[src/sv/ssfd_pkg.sv]
// shared types, constants and helpers of the sensor stream frame deframer
package ssfd_pkg;

  // default frame length limit in bytes
  localparam int unsigned MaxFrameBytesDefault = 2048;

  // depth of the queue between parser and output stage
  localparam int unsigned QueueDepth = 2;

  // first byte position of the sample area
  localparam int unsigned DataStart = 29;

  // acquisition type that marks a streaming frame
  localparam logic [7:0] AcqStreaming = 8'h03;

  // header byte positions
  localparam logic [4:0] PosDevice  = 5'd0;
  localparam logic [4:0] PosAcqType = 5'd1;
  localparam logic [4:0] PosSecsLo  = 5'd2;
  localparam logic [4:0] PosSecsHi  = 5'd5;
  localparam logic [4:0] PosMsLo    = 5'd6;
  localparam logic [4:0] PosMsHi    = 5'd7;
  localparam logic [4:0] PosRateLo  = 5'd8;
  localparam logic [4:0] PosRateHi  = 5'd9;
  localparam logic [4:0] PosMapLo   = 5'd10;
  localparam logic [4:0] PosMapHi   = 5'd13;
  localparam logic [4:0] PosCount   = 5'd14;
  localparam logic [4:0] PosSeqLo   = 5'd14;
  localparam logic [4:0] PosSeqHi   = 5'd16;
  localparam logic [4:0] PosRowsLo  = 5'd17;
  localparam logic [4:0] PosRowsHi  = 5'd18;
  localparam logic [4:0] PosPrevLo  = 5'd25;
  localparam logic [4:0] PosPrevHi  = 5'd26;
  localparam logic [4:0] PosFlags   = 5'd27;
  localparam logic [4:0] PosQuality = 5'd28;

  // highest device type that is kept
  localparam logic [7:0] DeviceMax = 8'd6;

  // byte of a 3-byte sample being collected
  typedef enum logic [1:0] {
    PhaseLow,
    PhaseMid,
    PhaseHigh
  } phase_e;

  // input item
  typedef struct packed {
    logic [7:0] data_byte;
    logic       first_byte;
  } in_item_t;

  // result item
  typedef struct packed {
    logic signed [23:0] sample_value;
    logic [4:0]         channel_slot;
    logic [15:0]        sample_row;
    logic [39:0]        subpacket_index;
    logic [23:0]        sequence_id;
    logic [31:0]        unix_seconds;
    logic [15:0]        reference_ms;
    logic [15:0]        sample_rate;
    logic [2:0]         device_kind;
    logic               sync_flag;
    logic [7:0]         link_quality;
    logic               last_in_frame;
  } out_item_t;

  // sample as handed from parser to output stage
  typedef struct packed {
    logic [23:0] raw_sample;
    logic [4:0]  slot;
    logic [15:0] row;
    logic        last;
    logic [39:0] base_index;
    logic [23:0] sequence_id;
    logic [31:0] seconds;
    logic [15:0] millis;
    logic [15:0] rate;
    logic [2:0]  device;
    logic        sync;
    logic [7:0]  quality;
  } entry_t;

  // entry with its valid flag
  typedef struct packed {
    logic   valid;
    entry_t entry;
  } push_t;

  // number of set bits in a 32-bit word, nibble by nibble
  function automatic logic [5:0] popcount32(input logic [31:0] v);
    logic [5:0] n;
    n = '0;
    for (int i = 0; i < 8; i++) begin
      n = n + 6'(v[4*i]) + 6'(v[4*i+1]) + 6'(v[4*i+2]) + 6'(v[4*i+3]);
    end
    return n;
  endfunction

endpackage

[src/sv/ssfd_front.sv]
// frame parser: byte position, header latching and sample assembly
module ssfd_front #(
  parameter int unsigned MaxFrameBytes = ssfd_pkg::MaxFrameBytesDefault
) (
  input  logic               clk_i,
  input  logic               rst_ni,
  input  logic               accept_i,
  input  ssfd_pkg::in_item_t item_i,
  output ssfd_pkg::push_t    push_o
);

  localparam int unsigned PosW = $clog2(MaxFrameBytes + 1);

  logic [PosW-1:0]      pos_q, pos_d, pos_cur;
  logic                 active_q, active_d, active_cur;
  logic [2:0]           dev_q, dev_d;
  logic [31:0]          sec_q, sec_d;
  logic [15:0]          ms_q, ms_d;
  logic [15:0]          rate_q, rate_d;
  logic [5:0]           ch_q, ch_d;
  logic [31:0]          map_q, map_d;
  logic [23:0]          seq_q, seq_d;
  logic [15:0]          rows_q, rows_d;
  logic [15:0]          prev_q, prev_d;
  logic [7:0]           flags_q, flags_d;
  logic [7:0]           qual_q, qual_d;
  logic [39:0]          base_q, base_d, base_prod;
  logic [7:0]           lo_q, lo_d, mid_q, mid_d;
  logic [4:0]           slot_q, slot_d;
  logic [15:0]          row_q, row_d;
  ssfd_pkg::phase_e     phase_q, phase_d;

  logic                 first;
  logic [7:0]           b;
  logic [4:0]           hdr_pos;
  logic [1:0]           sec_lane, map_lane, seq_lane;
  logic                 ms_lane, rate_lane, rows_lane, prev_lane;
  logic                 last_slot, last_row;

  // base index product, sized by the 40-bit context
  assign base_prod = seq_q * prev_q;

  // header lanes and end-of-row checks
  assign first     = item_i.first_byte;
  assign b         = item_i.data_byte;
  assign pos_cur   = first ? '0 : pos_q;
  assign active_cur = first | active_q;
  assign hdr_pos   = pos_cur[4:0];
  assign sec_lane  = 2'(hdr_pos - ssfd_pkg::PosSecsLo);
  assign map_lane  = 2'(hdr_pos - ssfd_pkg::PosMapLo);
  assign seq_lane  = 2'(hdr_pos - ssfd_pkg::PosSeqLo);
  assign ms_lane   = 1'(hdr_pos - ssfd_pkg::PosMsLo);
  assign rate_lane = 1'(hdr_pos - ssfd_pkg::PosRateLo);
  assign rows_lane = 1'(hdr_pos - ssfd_pkg::PosRowsLo);
  assign prev_lane = 1'(hdr_pos - ssfd_pkg::PosPrevLo);
  assign last_slot = (6'(slot_q) + 6'd1) >= ch_q;
  assign last_row  = (17'(row_q) + 17'd1) >= 17'(rows_q);

  // per-byte parsing
  always_comb begin
    pos_d    = pos_q;
    active_d = active_q;
    dev_d    = dev_q;
    sec_d    = sec_q;
    ms_d     = ms_q;
    rate_d   = rate_q;
    ch_d     = ch_q;
    map_d    = map_q;
    seq_d    = seq_q;
    rows_d   = rows_q;
    prev_d   = prev_q;
    flags_d  = flags_q;
    qual_d   = qual_q;
    base_d   = base_q;
    lo_d     = lo_q;
    mid_d    = mid_q;
    slot_d   = slot_q;
    row_d    = row_q;
    phase_d  = phase_q;

    push_o.valid             = 1'b0;
    push_o.entry.raw_sample  = {b, mid_q, lo_q};
    push_o.entry.slot        = slot_q;
    push_o.entry.row         = row_q;
    push_o.entry.last        = last_slot && last_row;
    push_o.entry.base_index  = base_q;
    push_o.entry.sequence_id = seq_q;
    push_o.entry.seconds     = sec_q;
    push_o.entry.millis      = ms_q;
    push_o.entry.rate        = rate_q;
    push_o.entry.device      = dev_q;
    push_o.entry.sync        = flags_q[0];
    push_o.entry.quality     = qual_q;

    if (accept_i) begin
      if (first) begin
        active_d = 1'b1;
        slot_d   = '0;
        row_d    = '0;
        phase_d  = ssfd_pkg::PhaseLow;
      end
      if (active_cur && pos_cur < PosW'(MaxFrameBytes)) begin
        pos_d = pos_cur + 1'b1;
        if (pos_cur < PosW'(ssfd_pkg::DataStart)) begin
          // header byte
          if (hdr_pos == ssfd_pkg::PosCount) begin
            ch_d = ssfd_pkg::popcount32(map_q);
          end
          if (hdr_pos == ssfd_pkg::PosFlags) begin
            base_d = base_prod;
          end
          if (hdr_pos == ssfd_pkg::PosDevice) begin
            dev_d = (b >= 8'd1 && b <= ssfd_pkg::DeviceMax) ? b[2:0] : 3'd0;
          end else if (hdr_pos == ssfd_pkg::PosAcqType) begin
            if (b != ssfd_pkg::AcqStreaming) begin
              active_d = 1'b0;
            end
          end else if (hdr_pos <= ssfd_pkg::PosSecsHi) begin
            sec_d[8*sec_lane +: 8] = b;
          end else if (hdr_pos <= ssfd_pkg::PosMsHi) begin
            ms_d[8*ms_lane +: 8] = b;
          end else if (hdr_pos <= ssfd_pkg::PosRateHi) begin
            rate_d[8*rate_lane +: 8] = b;
          end else if (hdr_pos <= ssfd_pkg::PosMapHi) begin
            map_d[8*map_lane +: 8] = b;
          end else if (hdr_pos <= ssfd_pkg::PosSeqHi) begin
            seq_d[8*seq_lane +: 8] = b;
          end else if (hdr_pos <= ssfd_pkg::PosRowsHi) begin
            rows_d[8*rows_lane +: 8] = b;
          end else if (hdr_pos >= ssfd_pkg::PosPrevLo && hdr_pos <= ssfd_pkg::PosPrevHi) begin
            prev_d[8*prev_lane +: 8] = b;
          end else if (hdr_pos == ssfd_pkg::PosFlags) begin
            flags_d = b;
          end else if (hdr_pos == ssfd_pkg::PosQuality) begin
            qual_d = b;
          end
        end else if (ch_q != '0 && row_q < rows_q) begin
          // sample byte, while samples remain
          unique case (phase_q)
            ssfd_pkg::PhaseLow: begin
              lo_d    = b;
              phase_d = ssfd_pkg::PhaseMid;
            end
            ssfd_pkg::PhaseMid: begin
              mid_d   = b;
              phase_d = ssfd_pkg::PhaseHigh;
            end
            ssfd_pkg::PhaseHigh: begin
              push_o.valid = 1'b1;
              phase_d      = ssfd_pkg::PhaseLow;
              if (last_slot) begin
                slot_d = '0;
                row_d  = row_q + 16'd1;
              end else begin
                slot_d = slot_q + 5'd1;
              end
            end
            default: begin
              phase_d = ssfd_pkg::PhaseLow;
            end
          endcase
        end
      end
    end
  end

  // parser state
  always_ff @(posedge clk_i or negedge rst_ni) begin
    if (!rst_ni) begin
      pos_q    <= '0;
      active_q <= 1'b0;
      dev_q    <= '0;
      sec_q    <= '0;
      ms_q     <= '0;
      rate_q   <= '0;
      ch_q     <= '0;
      map_q    <= '0;
      seq_q    <= '0;
      rows_q   <= '0;
      prev_q   <= '0;
      flags_q  <= '0;
      qual_q   <= '0;
      base_q   <= '0;
      lo_q     <= '0;
      mid_q    <= '0;
      slot_q   <= '0;
      row_q    <= '0;
      phase_q  <= ssfd_pkg::PhaseLow;
    end else begin
      pos_q    <= pos_d;
      active_q <= active_d;
      dev_q    <= dev_d;
      sec_q    <= sec_d;
      ms_q     <= ms_d;
      rate_q   <= rate_d;
      ch_q     <= ch_d;
      map_q    <= map_d;
      seq_q    <= seq_d;
      rows_q   <= rows_d;
      prev_q   <= prev_d;
      flags_q  <= flags_d;
      qual_q   <= qual_d;
      base_q   <= base_d;
      lo_q     <= lo_d;
      mid_q    <= mid_d;
      slot_q   <= slot_d;
      row_q    <= row_d;
      phase_q  <= phase_d;
    end
  end

endmodule

[src/sv/ssfd_queue.sv]
// short queue of assembled samples between parser and output stage
module ssfd_queue (
  input  logic            clk_i,
  input  logic            rst_ni,
  input  ssfd_pkg::push_t push_i,
  input  logic            pop_i,
  output logic            not_full_o,
  output ssfd_pkg::push_t head_o
);

  localparam int unsigned PtrW = (ssfd_pkg::QueueDepth > 1) ? $clog2(ssfd_pkg::QueueDepth) : 1;
  localparam int unsigned CntW = $clog2(ssfd_pkg::QueueDepth + 1);

  ssfd_pkg::entry_t mem_q [ssfd_pkg::QueueDepth];
  logic [PtrW-1:0]  wr_ptr_q, rd_ptr_q;
  logic [CntW-1:0]  cnt_q;
  logic             do_push, do_pop;

  // handshake with both neighbors
  assign not_full_o   = cnt_q != CntW'(ssfd_pkg::QueueDepth);
  assign do_push      = push_i.valid && not_full_o;
  assign do_pop       = pop_i && (cnt_q != '0);
  assign head_o.valid = cnt_q != '0;
  assign head_o.entry = mem_q[rd_ptr_q];

  // storage
  always_ff @(posedge clk_i) begin
    if (do_push) begin
      mem_q[wr_ptr_q] <= push_i.entry;
    end
  end

  // pointers and fill count
  always_ff @(posedge clk_i or negedge rst_ni) begin
    if (!rst_ni) begin
      wr_ptr_q <= '0;
      rd_ptr_q <= '0;
      cnt_q    <= '0;
    end else begin
      if (do_push) begin
        wr_ptr_q <= (wr_ptr_q == PtrW'(ssfd_pkg::QueueDepth - 1)) ? '0 : wr_ptr_q + 1'b1;
      end
      if (do_pop) begin
        rd_ptr_q <= (rd_ptr_q == PtrW'(ssfd_pkg::QueueDepth - 1)) ? '0 : rd_ptr_q + 1'b1;
      end
      if (do_push && !do_pop) begin
        cnt_q <= cnt_q + 1'b1;
      end else if (do_pop && !do_push) begin
        cnt_q <= cnt_q - 1'b1;
      end
    end
  end

endmodule

[src/sv/ssfd_back.sv]
// output stage: sign conversion, subpacket index and output register
module ssfd_back (
  input  logic                clk_i,
  input  logic                rst_ni,
  input  ssfd_pkg::push_t     head_i,
  output logic                pop_o,
  output logic                out_valid_o,
  input  logic                out_ready_i,
  output ssfd_pkg::out_item_t out_item_o
);

  logic                valid_q;
  ssfd_pkg::out_item_t item_q, item_d;
  logic [23:0]         mag;

  // take the head whenever the output register is free or draining
  assign pop_o = head_i.valid && (!valid_q || out_ready_i);
  assign mag   = {1'b0, head_i.entry.raw_sample[22:0]};

  // result formatting
  always_comb begin
    item_d.sample_value    = head_i.entry.raw_sample[23] ? -mag : mag;
    item_d.channel_slot    = head_i.entry.slot;
    item_d.sample_row      = head_i.entry.row;
    item_d.subpacket_index = head_i.entry.base_index + 40'(head_i.entry.row);
    item_d.sequence_id     = head_i.entry.sequence_id;
    item_d.unix_seconds    = head_i.entry.seconds;
    item_d.reference_ms    = head_i.entry.millis;
    item_d.sample_rate     = head_i.entry.rate;
    item_d.device_kind     = head_i.entry.device;
    item_d.sync_flag       = head_i.entry.sync;
    item_d.link_quality    = head_i.entry.quality;
    item_d.last_in_frame   = head_i.entry.last;
  end

  // output payload
  always_ff @(posedge clk_i) begin
    if (pop_o) begin
      item_q <= item_d;
    end
  end

  // output valid
  always_ff @(posedge clk_i or negedge rst_ni) begin
    if (!rst_ni) begin
      valid_q <= 1'b0;
    end else if (pop_o) begin
      valid_q <= 1'b1;
    end else if (out_ready_i) begin
      valid_q <= 1'b0;
    end
  end

  assign out_valid_o = valid_q;
  assign out_item_o  = item_q;

endmodule

[src/sv/sensor_stream_frame_deframer.sv]
// top level of the sensor stream frame deframer
// throughput: one byte item per cycle, sustained while the output is taken every cycle
// path of a sample: it is written into the sample queue at the edge that accepts its third byte,
//   then loaded into the output register once that register is free or draining
// input is held off only when the two-entry sample queue is full
// reset clears position, frame state, header fields and counters; no clearing pass
module sensor_stream_frame_deframer #(
  parameter int unsigned MaxFrameBytes = ssfd_pkg::MaxFrameBytesDefault
) (
  input  logic                clk_i,
  input  logic                rst_ni,
  input  logic                in_valid_i,
  output logic                in_ready_o,
  input  ssfd_pkg::in_item_t  in_item_i,
  output logic                out_valid_o,
  input  logic                out_ready_i,
  output ssfd_pkg::out_item_t out_item_o
);

  ssfd_pkg::push_t push, head;
  logic            not_full, pop, accept;

  assign in_ready_o = not_full;
  assign accept     = in_valid_i && not_full;

  // byte parser
  ssfd_front #(
    .MaxFrameBytes(MaxFrameBytes)
  ) u_front (
    .clk_i   (clk_i),
    .rst_ni  (rst_ni),
    .accept_i(accept),
    .item_i  (in_item_i),
    .push_o  (push)
  );

  // sample queue
  ssfd_queue u_queue (
    .clk_i     (clk_i),
    .rst_ni    (rst_ni),
    .push_i    (push),
    .pop_i     (pop),
    .not_full_o(not_full),
    .head_o    (head)
  );

  // output stage
  ssfd_back u_back (
    .clk_i      (clk_i),
    .rst_ni     (rst_ni),
    .head_i     (head),
    .pop_o      (pop),
    .out_valid_o(out_valid_o),
    .out_ready_i(out_ready_i),
    .out_item_o (out_item_o)
  );

endmodule
[config.mk]
export PLATFORM = sky130hd
export DESIGN_NAME = sensor_stream_frame_deframer
export DESIGN_NICKNAME = d
export VERILOG_FILES = /design/src/sv/ssfd_pkg.sv /design/src/sv/ssfd_front.sv /design/src/sv/ssfd_queue.sv /design/src/sv/ssfd_back.sv /design/src/sv/sensor_stream_frame_deframer.sv
export SDC_FILE = /design/constraint.sdc
export NUM_CORES = 2
export LEC_CHECK = 0
export BUFFER_PORTS_ARGS = -buffer_cell sky130_fd_sc_hd__buf_4
export CAP_MARGIN = 30
export CORE_AREA = 3 3 291 293
export CTS_CLUSTER_DIAMETER = 60
export DETAILED_ROUTE_END_ITERATION = 10
export DIE_AREA = 0 0 294 296
export PLACE_DENSITY = 0.82
export SYNTH_ARGS = -nofsm -noshare
export SYNTH_HDL_FRONTEND = slang
export SYNTH_HIERARCHICAL = 1
export SYNTH_SLANG_ARGS = --single-unit
export TNS_END_PERCENT = 100
[constraint.sdc]
create_clock -name clk_i -period 10.76 [get_ports clk_i]
set_clock_uncertainty 0.15 [all_clocks]
set_input_delay 1.076 -clock clk_i [delete_from_list [all_inputs] [get_ports clk_i]]
set_output_delay 1.076 -clock clk_i [all_outputs]
set_load 0.005 [all_outputs]
==> metrics.txt <==
# TYPE chip_impl_metric gauge
chip_impl_info{name="status",value="complete, no violations"} 1
chip_impl_metric{name="antenna_violations_before_repair",unit=""} 2
chip_impl_metric{name="period_minus_slack",unit="ps"} 7280
chip_impl_metric{name="asyncSetResetFlopFracSynth",unit="%"} 32.4
chip_impl_metric{name="synth_nets",unit=""} 4182
chip_impl_metric{name="post_layout_nonfiller_instances",unit=""} 4950
chip_impl_metric{name="clkTransAtPathRegs",unit="ps"} 60
chip_impl_metric{name="worst_ir_drop_vdd",unit="µV"} 133
chip_impl_metric{name="critical_path.n_buffers_inverters",unit=""} 5
chip_impl_metric{name="die_area",unit="µm²"} 87000
chip_impl_metric{name="cp_num_cells",unit=""} 21
chip_impl_metric{name="synth_area",unit="µm²"} 46700
chip_impl_metric{name="cts.htree.levels",unit=""} 3
chip_impl_metric{name="cts_buffer_depth",unit=""} 3
chip_impl_metric{name="nNetsFinal",unit=""} 4334
chip_impl_metric{name="cts_setup_buffers",unit=""} 0
chip_impl_metric{name="max-cap-violations",unit=""} 0
chip_impl_metric{name="placement.io_buffers",unit=""} 200
chip_impl_metric{name="crit_path_required_time",unit="ps"} 11120
chip_impl_metric{name="critical-path-max-stage-delay",unit="ps"} 910
chip_impl_info{name="worstSetupStartpointType",value="flop"} 1
chip_impl_metric{name="gr_overflow_total",unit=""} 0
chip_impl_info{name="cp_slowest_cell",value="dfrtp_1"} 1
chip_impl_metric{name="worstRegToRegCells",unit=""} 21
chip_impl_metric{name="final.fill_count",unit=""} 5847
chip_impl_info{name="holdCritPathClass",value="in2async"} 1
chip_impl_info{name="timing.rr.end",value="u_front/base_q[39]$_DFFE_PN0P_"} 1
chip_impl_metric{name="timing_worst_slew_pin_value",unit="ps"} 1110
chip_impl_metric{name="post_synth_num_cell_types",unit=""} 84
chip_impl_metric{name="postCtsHoldBufs",unit=""} 0
chip_impl_metric{name="fin_area",unit="µm²"} 51900
chip_impl_metric{name="global_placement_routability_congestion",unit=""} 0.897
chip_impl_info{name="yosys-top-cells-area",value="edfxtp_1 (36%), dfrtp_1 (14%), fa_1 (14%)"} 1
chip_impl_metric{name="grtUsageTotal",unit="%"} 23.9
chip_impl_info{name="clk_root_buffer_cell",value="clkbuf_16"} 1
chip_impl_metric{name="reg2reg_setup_slack",unit="ps"} 3480
chip_impl_info{name="synthDominantAreaCellType",value="edfxtp_1"} 1
chip_impl_metric{name="dp_cells",unit=""} 4786
chip_impl_info{name="category_of_the_most_critical_setup_path",value="reg2reg"} 1
chip_impl_info{name="synth.top_cells.by_count",value="edfxtp_1 (558), inv_1 (457), nand2_1 (436)"} 1
chip_impl_metric{name="vias",unit=""} 28600
chip_impl_info{name="regToRegStartpoint",value="u_front/prev_q[9]$_DFFE_PN0P_"} 1
chip_impl_metric{name="die_w",unit="µm"} 294
chip_impl_metric{name="drive_gt1_share",unit="%"} 17.1
chip_impl_metric{name="crit_fanout",unit=""} 25
chip_impl_metric{name="cellPowerDensity",unit="nW/µm²"} 134
chip_impl_metric{name="final-setup-viol-count",unit=""} 0
chip_impl_metric{name="tns",unit="ps"} 0
chip_impl_metric{name="cts_resized",unit=""} 0
chip_impl_metric{name="totalPowerFinal",unit="mW"} 6.98
chip_impl_info{name="path_delay_family",value="adder cells"} 1
chip_impl_metric{name="worstPathArrival",unit="ps"} 7630
chip_impl_info{name="cpMostUsedCell",value="fa_1"} 1
chip_impl_metric{name="syn_to_final_growth",unit="%"} 11.3
chip_impl_metric{name="io_pins",unit=""} 201
chip_impl_metric{name="numCtsBuffers",unit=""} 86
chip_impl_metric{name="post_synth_inst_count",unit=""} 3654
chip_impl_info{name="rsz0062_at_grt",value="no"} 1
chip_impl_info{name="end_kind",value="flop"} 1
chip_impl_metric{name="die_height",unit="µm"} 296
chip_impl_metric{name="grt_start_max_net_pins",unit=""} 92
chip_impl_metric{name="detail_route.first_pass.iterations",unit=""} 6
chip_impl_metric{name="dpl.hpwl",unit="mm"} 69.3
chip_impl_metric{name="initial_core_util",unit="%"} 56.9
chip_impl_metric{name="worstSkewPairLatency",unit="ps"} 680
chip_impl_metric{name="final_core_util",unit="%"} 63.3
chip_impl_metric{name="synthDominantCellAreaShare",unit="%"} 35.9
chip_impl_metric{name="average_cell_area_after_synthesis",unit="µm²"} 12.8
chip_impl_metric{name="synth-seq-cells",unit=""} 825
chip_impl_info{name="synth_ff_type",value="edfxtp_1"} 1
chip_impl_metric{name="drt-wirelength-per-cell",unit="µm"} 20.9
chip_impl_metric{name="antennaDiodeCount",unit=""} 0
chip_impl_metric{name="drc_errors",unit=""} 0
chip_impl_metric{name="final_max_slew_viol_count",unit=""} 0
chip_impl_metric{name="post_dp_cell_area",unit="µm²"} 48900
chip_impl_info{name="synth_most_common_cell",value="edfxtp_1"} 1
chip_impl_metric{name="first_global_vias",unit=""} 29300
chip_impl_metric{name="core.rowCount",unit=""} 105
chip_impl_metric{name="drt_wl_total",unit="mm"} 103
chip_impl_metric{name="synth-warning-count",unit=""} 6
chip_impl_metric{name="cts_num_sinks",unit=""} 825
chip_impl_metric{name="relSlewSlack",unit="%"} 25.9
chip_impl_metric{name="power.leakage",unit="nW"} 22.3
chip_impl_metric{name="sequential_fraction_of_the_synthesis_area",unit="%"} 50.2
chip_impl_info{name="path_cells",value="nand2_1, fa_1, inv_1, fa_1, inv_1, fa_1, inv_1, fa_1, fa_1, inv_1, fa_1, inv_1, ha_1, a21oi_1, o21ai_0, a221oi_1, a211oi_1, or4b_1, a31oi_1, or4_1, nand3_1"} 1
chip_impl_metric{name="period_share",unit="%"} 67.6
chip_impl_info{name="cts_tree",value="built"} 1
chip_impl_metric{name="floorplan.core_area",unit="µm²"} 82100
chip_impl_metric{name="number_of_enable_flip_flop_cells_after_synthesis",unit=""} 558
chip_impl_metric{name="dr.first_iter.drc_count",unit=""} 2380
chip_impl_metric{name="max_freq",unit="MHz"} 137
chip_impl_metric{name="wire_length_of_the_first_global_routing_pass",unit="mm"} 163
chip_impl_metric{name="vias_per_cell",unit=""} 5.78
chip_impl_metric{name="postRouteAntennaNets",unit=""} 0
chip_impl_metric{name="final_hold_viol_count",unit=""} 0
==> routing by layer <==
metal / GRT usage (%) / wire (µm) / vias up
li1: - / - / 12700
met1: 31.1 / 40300 / 14600
met2: 41.0 / 53000 / 1097
met3: 3.34 / 6370 / 242
met4: 9.60 / 3700 / 0
met5: 0 / 0 / -
==> state kept, by name, summed over array words and instances (netlist names), 2 cells and up <==
| name | count |
|---|---|
| u_queue/mem_q | 372 |
| u_front/pos_q | 12 |
| u_back/out_item_o | 186 |
| u_front/row_q | 16 |
| u_front/seq_q | 24 |
| u_front/prev_q | 16 |
| u_front/dev_q | 3 |
| u_front/base_q | 40 |
| u_front/rows_q | 16 |
| u_front/mid_q | 8 |
| u_queue/cnt_q | 2 |
| u_front/slot_q | 5 |
| u_front/map_q | 32 |
| u_front/lo_q | 8 |
| u_front/sec_q | 32 |
| u_front/ms_q | 16 |
| u_front/rate_q | 16 |
| u_front/phase_q | 2 |
| u_front/qual_q | 8 |
| u_front/ch_q | 6 |
==> worst reg2reg max path, stage by stage, from the launching register on <==
cell and delay, ps:
dfrtp_1 910, nand2_1 180, fa_1 570, inv_1 50, fa_1 490, inv_1 60
fa_1 480, inv_1 60, fa_1 520, fa_1 550, inv_1 50, fa_1 530
inv_1 40, ha_1 360, a21oi_1 180, o21ai_0 140, a221oi_1 510, a211oi_1 230
or4b_1 590, a31oi_1 270, or4_1 160, nand3_1 80
==> layout make-up <==
class | instances | area, µm² | share of cell area [%]
flip-flops and latches | 825 | 23400 | 45.1
multi-input cells | 2211 | 20800 | 40.0
clock buffers | 115 | 2370 | 4.56
inverters | 459 | 1720 | 3.32
repair buffers | 223 | 1720 | 3.31
well taps | 1070 | 1340 | 2.58
clock inverters | 47 | 584 | 1.12
==> power by group <==
part / internal (mW) / switching [mW]
Combinational: 0.144 / 0.247
Sequential: 3.46 / 0.0921
Clock: 1.73 / 1.30
Total: 5.34 / 1.64
==> worst max-delay path by stage <==
stage	startpoint	to	slack (ps)
after global placement	u_front/prev_q[9]$_DFFE_PN0P_	u_front/base_q[35]$_DFFE_PN0P_	3730
after floorplan	in_item_i[0]	u_queue/mem_q[0][0]$_DFFE_PP_	2040
after detailed placement	u_front/prev_q[9]$_DFFE_PN0P_	u_front/base_q[35]$_DFFE_PN0P_	3640
after CTS	u_front/prev_q[9]$_DFFE_PN0P_	u_front/base_q[39]$_DFFE_PN0P_	3600
final	u_front/prev_q[9]$_DFFE_PN0P_	u_front/base_q[39]$_DFFE_PN0P_	3480
after global routing	u_front/prev_q[6]$_DFFE_PN0P_	u_front/base_q[39]$_DFFE_PN0P_	3250
==> cell families after synthesis <==
logic type      share of synthesized area, %
fa+ha+maj                               19.1
compound gates                          5.54
flops                                   50.2
xor+xnor                                2.27
buf+inv                                 5.33
simple gates                            9.20
mux                                     8.32
==> cells in the final DEF (no fill, tap or decap), types with 11 or more instances in the layout <==
cell type and instances:
a31oi_1 15, fa_1 331, and2_1 170, clkinv_2 15, a32o_1 24, buf_4 220, clkbuf_1 18, nand4_1 29
inv_1 457, mux2_2 144, o211ai_1 13, mux2_4 130, clkbuf_8 11, and3_1 17, nor3_1 34, nor2_1 60
o21ai_0 118, ha_1 184, nand2_1 436, xnor2_1 75, xor2_1 46, a21o_1 44, mux2i_1 22, edfxtp_1 558
nand3_1 52, clkbuf_16 86, a21oi_1 71, o21ai_1 20, dfrtp_1 266
==> through the flow <==
step / hold slack (ps) / setup slack [ps]
finish: 226 / 3480
global route: 290 / 3250
CTS: 280 / 3600
detailed placement: 300 / 3640
global placement: 293 / 3730
floorplan: 287 / 2040
Note: power is estimated with default switching activity, not from simulation.
